## src/bhsl_pkg.sv

```systemverilog
// ----------------------------------------------------------------------------
// bhsl_pkg: shared types and codes for the button hold and status LED block
// Holds result codes, the configuration register map and the timer reload rule.
// ----------------------------------------------------------------------------
package bhsl_pkg;

  // Configuration register map
  localparam logic [3:0] CFG_SCAN_PERIOD      = 4'd0;
  localparam logic [3:0] CFG_SHORT_FLOOR      = 4'd1;
  localparam logic [3:0] CFG_CALIB_THRESHOLD  = 4'd2;
  localparam logic [3:0] CFG_PAIR_THRESHOLD   = 4'd3;
  localparam logic [3:0] CFG_BLINK_PERIOD     = 4'd4;
  localparam logic [3:0] CFG_CHASE_PERIOD     = 4'd5;
  localparam logic [3:0] CFG_ALTERNATE_PERIOD = 4'd6;
  localparam logic [3:0] CFG_HEARTBEAT_PERIOD = 4'd7;

  // Button release classes
  localparam logic [1:0] CMD_NONE      = 2'd0;
  localparam logic [1:0] CMD_SHORT     = 2'd1;
  localparam logic [1:0] CMD_CALIBRATE = 2'd2;
  localparam logic [1:0] CMD_PAIR      = 2'd3;

  // Hold zones
  localparam logic [1:0] ZONE_NONE      = 2'd0;
  localparam logic [1:0] ZONE_CALIBRATE = 2'd1;
  localparam logic [1:0] ZONE_PAIR      = 2'd2;

  // Calibrator status codes
  localparam logic [1:0] STAT_DONE   = 2'd0;
  localparam logic [1:0] STAT_NEEDS  = 2'd1;
  localparam logic [1:0] STAT_ORIGIN = 2'd2;
  localparam logic [1:0] STAT_RANGE  = 2'd3;

  // Display modes
  localparam logic [2:0] MODE_NORMAL   = 3'd0;
  localparam logic [2:0] MODE_NEEDS    = 3'd1;
  localparam logic [2:0] MODE_READY    = 3'd2;
  localparam logic [2:0] MODE_STEP_ONE = 3'd3;
  localparam logic [2:0] MODE_STEP_TWO = 3'd4;

  // LED patterns
  localparam logic [3:0] LED_ALL_OFF = 4'h0;
  localparam logic [3:0] LED_ALL_ON  = 4'hF;
  localparam logic [3:0] LED_PAIR_LO = 4'h3;
  localparam logic [3:0] LED_ALT_A   = 4'h7;
  localparam logic [3:0] LED_ALT_B   = 4'hB;

  localparam logic [15:0] HOLD_MAX = 16'hFFFF;

  // Timer reload: period minus one, a zero period fires every tick
  function automatic logic [9:0] reload_of(input logic [9:0] period);
    logic [9:0] res;
    res = (period == 10'd0) ? 10'd0 : period - 10'd1;
    return res;
  endfunction

endpackage

```

## src/button_hold_and_status_led_controller.sv

```systemverilog
// ----------------------------------------------------------------------------
// button_hold_and_status_led_controller: button, switch and status LED logic
// Debounces the mode switch, classifies button holds and sequences four LEDs.
// ----------------------------------------------------------------------------
// Usage:
//   Input channel (in_valid / in_stall): one beat per millisecond tick with the
//   raw switch level, raw button level and calibrator status.
//   Result channel (out_valid / out_stall): one beat per input beat carrying
//   the LED bits, debounced switch, release class, hold zone, display mode and
//   the start-calibration pulse.
//   Configuration: cfg_we writes cfg_wdata into register cfg_index; unknown
//   indexes are ignored. The user makes writes while no beat is in flight.
//   The block itself does not enforce this.
// Pipeline: a beat is captured in the input register; the whole tick update
//   is combinational from there into the state and output registers.
//   One beat is taken every cycle while out_stall is low.
// Reset: rst_n (synchronous) empties both registers, loads the default
//   periods and thresholds and clears timers, counters and LEDs.
// Stall: while out_stall holds a waiting result, the input register still
//   takes one more beat; after that in_stall rises until the result leaves.
// ----------------------------------------------------------------------------
module button_hold_and_status_led_controller
  import bhsl_pkg::*;
(
  input  logic        clk,
  input  logic        rst_n,
  // configuration
  input  logic        cfg_we,
  input  logic [3:0]  cfg_index,
  input  logic [15:0] cfg_wdata,
  // input channel
  input  logic        in_valid,
  output logic        in_stall,
  input  logic        in_switch_level,
  input  logic        in_button_level,
  input  logic [1:0]  in_calib_status,
  // result channel
  output logic        out_valid,
  input  logic        out_stall,
  output logic [3:0]  out_led_bits,
  output logic        out_switch_on,
  output logic [1:0]  out_button_command,
  output logic [1:0]  out_hold_zone,
  output logic [2:0]  out_display_mode,
  output logic        out_start_calibration
);

  // configuration registers
  logic [9:0]  scan_period_r, blink_period_r, chase_period_r;
  logic [9:0]  alternate_period_r, heartbeat_period_r;
  logic [15:0] short_floor_r, calib_thr_r, pair_thr_r;

  // input register
  logic       s1_valid_r;
  logic       s1_switch_r, s1_button_r;
  logic [1:0] s1_status_r;

  // tick state
  logic [9:0]  scan_timer_r, scan_timer_nxt;
  logic [9:0]  led_timer_r, led_timer_nxt;
  logic        sw_level_r, sw_level_nxt;
  logic        sw_pend_r, sw_pend_nxt;
  logic        sw_on_r, sw_on_nxt;
  logic [15:0] hold_r, hold_nxt;
  logic [1:0]  cmd_r, cmd_nxt;
  logic [1:0]  zone_r, zone_nxt;
  logic [1:0]  led_step_r, led_step_nxt;
  logic [3:0]  led_reg_r, led_reg_nxt;

  // output register
  logic       out_valid_r;
  logic [2:0] mode_out_r;
  logic       pulse_out_r;

  logic       adv;
  logic       scan_due, led_due;
  logic       pulse;
  logic [1:0] status_eff;
  logic [2:0] mode;
  logic [9:0] led_period;
  logic [2:0] hb_next;

  // handshake: the update runs when the input register has a beat and
  // the output register is free or draining
  assign adv      = s1_valid_r && (!out_valid_r || !out_stall);
  assign in_stall = s1_valid_r && !adv;

  // configuration writes
  always_ff @(posedge clk) begin
    if (!rst_n) begin
      scan_period_r      <= 10'd10;
      short_floor_r      <= 16'd2;
      calib_thr_r        <= 16'd200;
      pair_thr_r         <= 16'd400;
      blink_period_r     <= 10'd300;
      chase_period_r     <= 10'd50;
      alternate_period_r <= 10'd100;
      heartbeat_period_r <= 10'd10;
    end else if (cfg_we) begin
      case (cfg_index)
        CFG_SCAN_PERIOD:      scan_period_r      <= cfg_wdata[9:0];
        CFG_SHORT_FLOOR:      short_floor_r      <= cfg_wdata;
        CFG_CALIB_THRESHOLD:  calib_thr_r        <= cfg_wdata;
        CFG_PAIR_THRESHOLD:   pair_thr_r         <= cfg_wdata;
        CFG_BLINK_PERIOD:     blink_period_r     <= cfg_wdata[9:0];
        CFG_CHASE_PERIOD:     chase_period_r     <= cfg_wdata[9:0];
        CFG_ALTERNATE_PERIOD: alternate_period_r <= cfg_wdata[9:0];
        CFG_HEARTBEAT_PERIOD: heartbeat_period_r <= cfg_wdata[9:0];
        default: ;
      endcase
    end
  end

  // input register
  always_ff @(posedge clk) begin
    if (!rst_n) begin
      s1_valid_r <= 1'b0;
    end else if (!s1_valid_r || adv) begin
      s1_valid_r <= in_valid;
    end
  end

  always_ff @(posedge clk) begin
    if (in_valid && !in_stall) begin
      s1_switch_r <= in_switch_level;
      s1_button_r <= in_button_level;
      s1_status_r <= in_calib_status;
    end
  end

  // scan: switch debounce, hold count, release class and zone
  always_comb begin
    scan_due       = (scan_timer_r == 10'd0);
    scan_timer_nxt = scan_due ? reload_of(scan_period_r) : scan_timer_r - 10'd1;
    sw_level_nxt   = sw_level_r;
    sw_pend_nxt    = sw_pend_r;
    sw_on_nxt      = sw_on_r;
    hold_nxt       = hold_r;
    cmd_nxt        = cmd_r;
    zone_nxt       = zone_r;
    pulse          = 1'b0;
    if (scan_due) begin
      // two differing scans, not necessarily in a row, accept the new level
      if (s1_switch_r != sw_level_r) begin
        if (!sw_pend_r) begin
          sw_pend_nxt = 1'b1;
        end else begin
          sw_pend_nxt  = 1'b0;
          sw_on_nxt    = ~s1_switch_r;
          sw_level_nxt = s1_switch_r;
        end
      end
      if (!s1_button_r) begin
        if (hold_r != HOLD_MAX) hold_nxt = hold_r + 16'd1;
      end else begin
        if (hold_r > short_floor_r && hold_r < calib_thr_r) begin
          cmd_nxt = CMD_SHORT;
        end else if (hold_r >= calib_thr_r && hold_r < pair_thr_r) begin
          cmd_nxt = CMD_CALIBRATE;
          pulse   = 1'b1;
        end else if (hold_r >= pair_thr_r) begin
          cmd_nxt = CMD_PAIR;
        end else begin
          cmd_nxt = CMD_NONE;
        end
        hold_nxt = 16'd0;
      end
      if (hold_nxt >= calib_thr_r && hold_nxt < pair_thr_r) begin
        zone_nxt = ZONE_CALIBRATE;
      end else if (hold_nxt >= pair_thr_r) begin
        zone_nxt = ZONE_PAIR;
      end else begin
        zone_nxt = ZONE_NONE;
      end
    end
  end

  // display mode priority mux; the start pulse forces the origin step
  always_comb begin
    status_eff = pulse ? STAT_ORIGIN : s1_status_r;
    if (zone_nxt == ZONE_CALIBRATE)    mode = MODE_READY;
    else if (status_eff == STAT_ORIGIN) mode = MODE_STEP_ONE;
    else if (status_eff == STAT_RANGE)  mode = MODE_STEP_TWO;
    else if (status_eff == STAT_NEEDS)  mode = MODE_NEEDS;
    else                                mode = MODE_NORMAL;
  end

  // LED sequencer
  always_comb begin
    led_due      = (led_timer_r == 10'd0);
    led_step_nxt = led_step_r;
    led_reg_nxt  = led_reg_r;
    hb_next      = {1'b0, led_step_r} + 3'd1;
    unique case (mode)
      MODE_NEEDS: begin
        led_period = blink_period_r;
        if (led_step_r != 2'd0) begin
          led_step_nxt = 2'd0;
          led_reg_nxt  = LED_ALL_ON;
        end else begin
          led_step_nxt = 2'd1;
          led_reg_nxt  = LED_ALL_OFF;
        end
      end
      MODE_READY: begin
        led_period   = chase_period_r;
        led_reg_nxt  = 4'b0001 << led_step_r;
        led_step_nxt = led_step_r + 2'd1;
      end
      MODE_STEP_ONE: begin
        led_period  = heartbeat_period_r;
        led_reg_nxt = LED_PAIR_LO;
      end
      MODE_STEP_TWO: begin
        led_period = alternate_period_r;
        if (led_step_r != 2'd0) begin
          led_step_nxt = 2'd0;
          led_reg_nxt  = LED_ALT_B;
        end else begin
          led_step_nxt = 2'd1;
          led_reg_nxt  = LED_ALT_A;
        end
      end
      default: begin
        // heartbeat: on for the last two steps of four
        led_period   = heartbeat_period_r;
        led_reg_nxt  = (hb_next >= 3'd3) ? LED_PAIR_LO : LED_ALL_OFF;
        led_step_nxt = (hb_next >= 3'd4) ? 2'd0 : hb_next[1:0];
      end
    endcase
    if (!led_due) begin
      led_step_nxt = led_step_r;
      led_reg_nxt  = led_reg_r;
    end
    led_timer_nxt = led_due ? reload_of(led_period) : led_timer_r - 10'd1;
  end

  // state update, one tick per beat
  always_ff @(posedge clk) begin
    if (!rst_n) begin
      scan_timer_r <= 10'd0;
      led_timer_r  <= 10'd0;
      sw_level_r   <= 1'b0;
      sw_pend_r    <= 1'b0;
      sw_on_r      <= 1'b0;
      hold_r       <= 16'd0;
      cmd_r        <= CMD_NONE;
      zone_r       <= ZONE_NONE;
      led_step_r   <= 2'd0;
      led_reg_r    <= LED_ALL_OFF;
    end else if (adv) begin
      scan_timer_r <= scan_timer_nxt;
      led_timer_r  <= led_timer_nxt;
      sw_level_r   <= sw_level_nxt;
      sw_pend_r    <= sw_pend_nxt;
      sw_on_r      <= sw_on_nxt;
      hold_r       <= hold_nxt;
      cmd_r        <= cmd_nxt;
      zone_r       <= zone_nxt;
      led_step_r   <= led_step_nxt;
      led_reg_r    <= led_reg_nxt;
    end
  end

  // output register
  always_ff @(posedge clk) begin
    if (!rst_n) begin
      out_valid_r <= 1'b0;
    end else if (adv) begin
      out_valid_r <= 1'b1;
    end else if (!out_stall) begin
      out_valid_r <= 1'b0;
    end
  end

  always_ff @(posedge clk) begin
    if (adv) begin
      mode_out_r  <= mode;
      pulse_out_r <= pulse;
    end
  end

  // state registers hold the latest result until the next beat advances
  assign out_valid             = out_valid_r;
  assign out_led_bits          = led_reg_r;
  assign out_switch_on         = sw_on_r;
  assign out_button_command    = cmd_r;
  assign out_hold_zone         = zone_r;
  assign out_display_mode      = mode_out_r;
  assign out_start_calibration = pulse_out_r;

endmodule

```

## config.mk

```make
export PLATFORM = sky130hd
export DESIGN_NAME = button_hold_and_status_led_controller
export DESIGN_NICKNAME = d
export VERILOG_FILES = /design/src/bhsl_pkg.sv /design/src/button_hold_and_status_led_controller.sv
export SDC_FILE = /design/constraint.sdc
export NUM_CORES = 1
export LEC_CHECK = 0
export BUFFER_PORTS_ARGS = -buffer_cell sky130_fd_sc_hd__buf_2
export CAP_MARGIN = 20
export CELL_PAD_IN_SITES_DETAIL_PLACEMENT = 0
export CELL_PAD_IN_SITES_GLOBAL_PLACEMENT = 1
export CORE_MARGIN = 1.5
export CORE_UTILIZATION = 53
export CTS_BUF_LIST = sky130_fd_sc_hd__clkbuf_4 sky130_fd_sc_hd__clkbuf_8
export DETAILED_ROUTE_END_ITERATION = 10
export HOLD_SLACK_MARGIN = 0.03
export MAX_ROUTING_LAYER = met4
export PLACE_DENSITY = 0.95
export SLEW_MARGIN = 20
export SYNTH_ARGS = -nofsm -noshare
export SYNTH_HDL_FRONTEND = slang
export SYNTH_SLANG_ARGS = --single-unit
```

## constraint.sdc

```tcl
create_clock -name clk -period 9.8 [get_ports clk]
set_input_delay 1.96 -clock clk [delete_from_list [all_inputs] [get_ports clk]]
set_output_delay 1.96 -clock clk [all_outputs]
set_load 0.03 [all_outputs]
```

**After elaboration in Yosys (flattened, before gate mapping)**

Cells that the tools add are included.
Widths: inputs -> output; s select.

- Input port bits: 29
- Bits in read-only memories: 0
- RAM bits: 0
- Logic and storage cells: 130
- Output and inout bits: 15
- Memories kept: 0
- Register bits after elaboration: 157
- Bits in latches: 0

- Divide/modulo/power cells: 0
- Multipliers: 0
- Shift-type cells: 1
- Bitwise logic cells: 2
- Magnitude comparators: 10
- $add $sub $neg: 7
- Reduce and logical (&&, ||, !) cells: 34
- Equality and inequality tests: 18
- Mux-type cells: 33

Operator list:

| operator | count |
|---|---|
| $ge 16x16->1 | 4 |
| $lt 16x16->1 | 3 |
| $mux 16 | 3 |
| $logic_not 10->1 | 4 |
| $mux 10 | 4 |
| $sub 10x1->10 const B | 4 |
| $pmux 10 s3 | 1 |
| $reduce_and 2->1 | 10 |
| $mux 2 | 9 |
| $add 16x1->16 const B | 1 |
| $eq 4x3->1 const B | 4 |
| $gt 16x16->1 | 1 |
| $ne 16x16->1 const B | 1 |
| $pmux 4 s4 | 1 |
| $mux 1 | 9 |
| $mux 3 | 3 |
| $reduce_and 3->1 | 3 |
| $eq 4x2->1 const B | 2 |
| $mux 4 | 2 |
| $eq 3x2->1 const B | 2 |
| $logic_and 1x1->1 | 6 |
| $pmux 2 s3 | 1 |
| $logic_not 1->1 | 5 |
| $eq 2x1->1 const B | 2 |
| other kinds (17) | 20 |

**Logic depth before layout (Yosys ltp)**

- Depth after elaboration: 17
- Gate-level depth with buffers: 25

**Least setup slack after synthesis**

No wires, ideal clock.

- Kind: reg-to-reg
- Start point: reg hold_r[6]
- End point: reg led_timer_r[8]
- Clock period less this slack: 4.842 ns
- Buffers on the path: 2
- Data arrival time: 4.724 ns
- Path slack: 4.958 ns
- Setup time: 0.118 ns
- Cell stages (with the launch flop): 21
- Required time: 9.682 ns
- Cells stage by stage: dfxtp_1 -> nand4_1 -> nor4_1 -> nand2_1 -> xnor2_1 -> nand2b_1 -> ha_1 -> nand2b_4 -> a2111oi_2 -> o311ai_1 -> a2111o_1 -> a21o_1 -> buf_6 -> buf_6 -> a22oi_1 -> ha_1 -> inv_1 -> a211oi_2 -> and4bb_1 -> xor2_1 -> o21ai_1

- Longest elaborated chain between the ends: 17
- Elaborated cells between the ends (all ways): 39
- Classes of those cells: add/sub: 2; order compare: 7; eq/ne: 8; mux: 18; reduce/logical: 4

Ends and longest elaborated chain:

| what | RTL line | source |
|---|---|---|
| start: declaration | button_hold_and_status_led_controller.sv:64 | `logic [15:0] hold_r, hold_nxt;` |
| start signal: assignment | button_hold_and_status_led_controller.sv:257 | `hold_r <= hold_nxt;` |
| branches (longest 11 deep; another with $add 16x1->16) | -- |  |
| $mux 3 * | button_hold_and_status_led_controller.sv:181 | `if (zone_nxt == ZONE_CALIBRATE) mode = MODE_READY;` |
| $eq 3x3->1 (tied with other cells) | button_hold_and_status_led_controller.sv:194 | `unique case (mode)` |
| $pmux 10 s3 * | button_hold_and_status_led_controller.sv:194 |  |
| $sub 10x1->10 / $logic_not 10->1 (equally long branches) | bhsl_pkg.sv:53 | `res = (period == 10'd0) ? 10'd0 : period - 10'd1;` |
| $mux 10 * | bhsl_pkg.sv:53 |  |
| $mux 10 * | button_hold_and_status_led_controller.sv:235 | `led_timer_nxt = led_due ? reload_of(led_period) : led_timer_r - 10'd1;` |
| end signal: assignment | button_hold_and_status_led_controller.sv:253 | `led_timer_r <= led_timer_nxt;` |
| end: declaration | button_hold_and_status_led_controller.sv:60 | `logic [9:0] led_timer_r, led_timer_nxt;` |

Every way passes the cells marked *. The select of a mux whose other input is x is not followed.
A chain may end at the register's enable or synchronous reset.

**Final worst setup path**

- Start point: reg hold_r[1]
- End point: reg led_timer_r[3]

Same word-level chain as after synthesis.

==> results.yml <==
detailed_routing:
  vias: 8467
  ant_nets: 0
  drt_iter0_drc: 607
  wire_per_inst_um: 17.5
  wl_um: 25200
  via_per_inst: 5.88
  dr.pass1.iters: 8
  drc: 3
synth:
  synth_edf_count: 8
  synthMostInstantiatedCell: "nand2_1"
  yosysSeqAreaShare_pct: 32.9
  ys_seq_elements: 157
  yosys.area_share.simple_pct: 22.6
  synth_top_cells_by_count: "nand2_1, dfxtp_1, ha_1, a21boi_0, inv_1"
  yosysWarningCount: 0
  syn_inst: 1196
  synth_mux_area_share_pct: 4.41
  syn_nets: 1317
  synthTopCellsByArea: "dfxtp_1, ha_1, nand2_1, a21boi_0, mux2i_1"
  synth_top_family_by_area: "simple AND/OR/NAND/NOR gates"
  synth_compound_area_share_pct: 20.7
  synth_area_per_cell_sq_um: 8.20
  async_reset_ff_share_pct: 0
  synthAdderAreaFrac_pct: 11.7
  synth-xor-area-share_pct: 2.23
  synth_ff_type: "dfxtp_1"
  yosys.area.top_type: "dfxtp_1"
  netlist.area_leader.share_pct: 30.4
  ys_types: 77
  syn_area_sq_mm: 0.00981
timing:
  setup_viol: 0
  tightest_slew_ns: 1.12
  skew_ns: 0.0112
  setup_tns_ns: 0
  period_share_pct: 59.5
  slew_headroom_pct: 24.9
  hold_viol_final: 0
  slew_violations: 0
  fmax_mhz: 172
  grt_setup_unrepaired: "false"
  whs_ns: 0.469
  fin_crit_ns: 5.83
clock_tree:
  hold_buffers: 0
  clock-root-buffer: "clkbuf_8"
  insertion_delay_ns: 0.46
  cts_tree: "done"
  clk_path_buf_depth: 2
  numCtsBuffers: 17
  numClockSinks: 157
  cts_resized: 0
  cts_max_level: 4
  cts.reportedPaths.clkPinSlew_ns: 0.08
  post-cts-setup-buffers: 0
final_layout:
  final_layout_size_suffix_gt1_share_pct: 8.50
  layout.cells.non_filler: 1441
  syn_to_final_growth_pct: 7.44
  layout.nets: 1320
  num_antenna_cells: 0
global_routing:
  track_usage_pct: 27.9
  antenna_found_initial: 0
  grt_max_degree: 114
  grt_pass1_vias: 8010
  grt_pass1_wl_um: 41700
  grt_overflow_total: 0
worst_setup_path:
  crit_chain: "ha_1 > nor2b_1 > o21a_1 > o21a_1 > o21a_1 > o21a_1 > o21a_1 > nor3_1 > a21oi_1 > a41o_1 > ha_1 > nand2b_1 > o21ai_0 > a21o_1 > a22oi_1 > ha_1 > inv_1 > a211oi_2 > a31oi_2 > a21bo_1 > a21boi_1"
  critical_path.slowest_cell: "a21o_1"
  r2r_setup_slack_ns: 3.97
  rr_endpoint: "led_timer_r[3]$_SDFFE_PN0P_"
  start_kind: "flip-flop"
  r2r-start: "hold_r[1]$_SDFFE_PN0P_"
  cp_max_fo: 21
  slowest_delay_ns: 0.60
  crit_arrival_ns: 6.22
  cp_common_cell: "o21a_1"
  required_ns: 10.19
  reg2reg_depth: 21
  worstSetupEndpointType: "flip-flop"
  critical_path_class: "flip-flop to flip-flop"
floorplanning:
  ios: 44
  die_x_um: 139
  num_rows: 49
  die_h_um: 139
  initial_core_util_pct: 54.2
  dieArea_sq_mm: 0.0193
  coreArea_sq_mm: 0.0181
power:
  switchingPower_w: 0.000511
  total_power_w: 0.00161
  p_sw_share_pct: 31.8
  peakVddDrop_v: 0.0000974
  seq_power_share_pct: 44.0
  powerDensity_mw_per_mm2: 153
  leakagePower_nw: 4.21
  internal_power_w: 0.00110
  comb_power_share_pct: 23.2
  pwr-share-clk_pct: 32.9
place:
  dpl.cell_count: 1409
  place_congestion: 0.915
  portBuffers: 43
  place_hpwl_um: 18300
hold_path:
  whs_endpoint: "pair_thr_r[15]$_SDFFE_PN0P_"
  holdPathStages: 2
  hold_path.class: "flip-flop to flip-flop"
  worstHoldStart: "pair_thr_r[15]$_SDFFE_PN0P_"
outcome:
  status: "complete, but fails checks"
  violations: "DRC"
flow_run:
  maxCapViolations: 0
layout make-up:
cell class	count	area, sq um
clock buffers	23	298
clock inverters	9	131
fillers	1641	7550
inverters	71	267
multi-input cells	903	6070
flip-flops and latches	157	3220
well taps	229	287
repair buffers	49	263
how the worst max path moves through the flow:
stage / from / to / slack (ns)
2_1_floorplan: hold_r[6]$_SDFFE_PN0P_ / led_timer_r[8]$_SDFFE_PN0P_ / 4.96
3_3_place_gp: hold_r[9]$_SDFFE_PN0P_ / led_timer_r[3]$_SDFFE_PN0P_ / 4.19
3_5_place_dp: hold_r[1]$_SDFFE_PN0P_ / led_timer_r[8]$_SDFFE_PN0P_ / 4.13
4_1_cts: hold_r[9]$_SDFFE_PN0P_ / led_timer_r[3]$_SDFFE_PN0P_ / 4.11
5_1_grt: hold_r[9]$_SDFFE_PN0P_ / led_timer_r[3]$_SDFFE_PN0P_ / 3.47
6_report: hold_r[1]$_SDFFE_PN0P_ / led_timer_r[3]$_SDFFE_PN0P_ / 3.97
placed cells by master (no fill, tap or decap), types with 4 or more instances in the layout:
cell	synthesis	layout
nor4_1	11	11
a21boi_1	6	6
o21a_1	16	16
mux2i_1	41	41
nand4_1	22	22
and2_1	6	6
a22o_1	4	4
a21o_1	9	9
nand2_1	209	209
dfxtp_1	149	149
clkbuf_8	0	20
a21oi_1	44	44
ha_1	92	92
buf_4	2	7
nor2_1	55	55
o211ai_1	12	12
o211a_1	5	5
and3_1	5	5
o31ai_1	7	7
inv_1	69	69
xnor2_1	11	11
a211oi_1	12	12
o21ai_1	9	9
a22oi_1	11	11
a31oi_1	10	10
o22ai_1	16	16
or3b_1	7	7
buf_2	3	42
o21ai_0	31	31
a21boi_0	71	71
nand3_1	24	24
edfxtp_1	8	8
xor2_1	14	14
nand3b_1	11	11
nor2b_1	47	47
nor3_1	17	16
nand2b_1	11	11
or3_1	6	6
worst max-delay path, delay by kind of cell, from the launching register on:
kind,cells,cell delay [ns]
compound gates,14,3.21
fa+ha+maj,3,1.04
simple gates,3,0.91
flops,1,0.53
buf+inv,1,0.08
per-stage QoR:
stage	util [%]	setup slack, ns	cell area (sq um)
after floorplan	-	4.96	9810
after global placement	55.8	4.19	10100
after detailed placement	55.8	4.13	10100
after CTS	58.2	4.11	10500
after global routing	58.3	3.47	10500
final	58.3	3.97	10500
cells by family (layout without fill, tap and decap cells):
kind of cell | after synthesis | in the layout
flip-flops | 157 | 157
AO/OA/AOI/OAI | 291 | 291
AND/OR/NAND/NOR | 452 | 452
XOR/XNOR | 25 | 25
multiplexers | 43 | 43
adder cells (fa/ha/maj) | 92 | 92
buffers and inverters | 136 | 152
metal layers:
| layer | vias to the layer above | track usage (%) | part of all wire [%] |
|---|---|---|---|
| met5 | - | - | 0 |
| met4 | 0 | 7.33 | 1.1 |
| met3 | 21 | 4.35 | 6.4 |
| met2 | 232 | 40.2 | 43 |
| met1 | 3998 | 40.4 | 50 |
| li1 | 4216 | - | - |
registers in the layout, indices dropped and copies added, names as in the netlist, 2 cells and up:
| name | flops |
|---|---|
| short_floor_r | 16 |
| s1_status_r | 2 |
| out_hold_zone | 2 |
| heartbeat_period_r | 10 |
| led_timer_r | 10 |
| out_led_bits | 4 |
| pair_thr_r | 16 |
| out_display_mode | 3 |
| calib_thr_r | 16 |
| blink_period_r | 10 |
| alternate_period_r | 10 |
| scan_timer_r | 10 |
| out_button_command | 2 |
| scan_period_r | 10 |
| hold_r | 16 |
| led_step_r | 2 |
| chase_period_r | 10 |
power by group through the flow:
stage          Sequential, W  Clock (W)  Combinational [W]
2_1_floorplan       0.000726          0           0.000268
4_1_cts             0.000707   0.000536           0.000368
6_report            0.000708   0.000529           0.000373
3_5_place_dp        0.000722          0           0.000367
3_3_place_gp        0.000721          0           0.000364
5_1_grt             0.000713   0.000561           0.000417
Power figures use the tool's default switching activity.
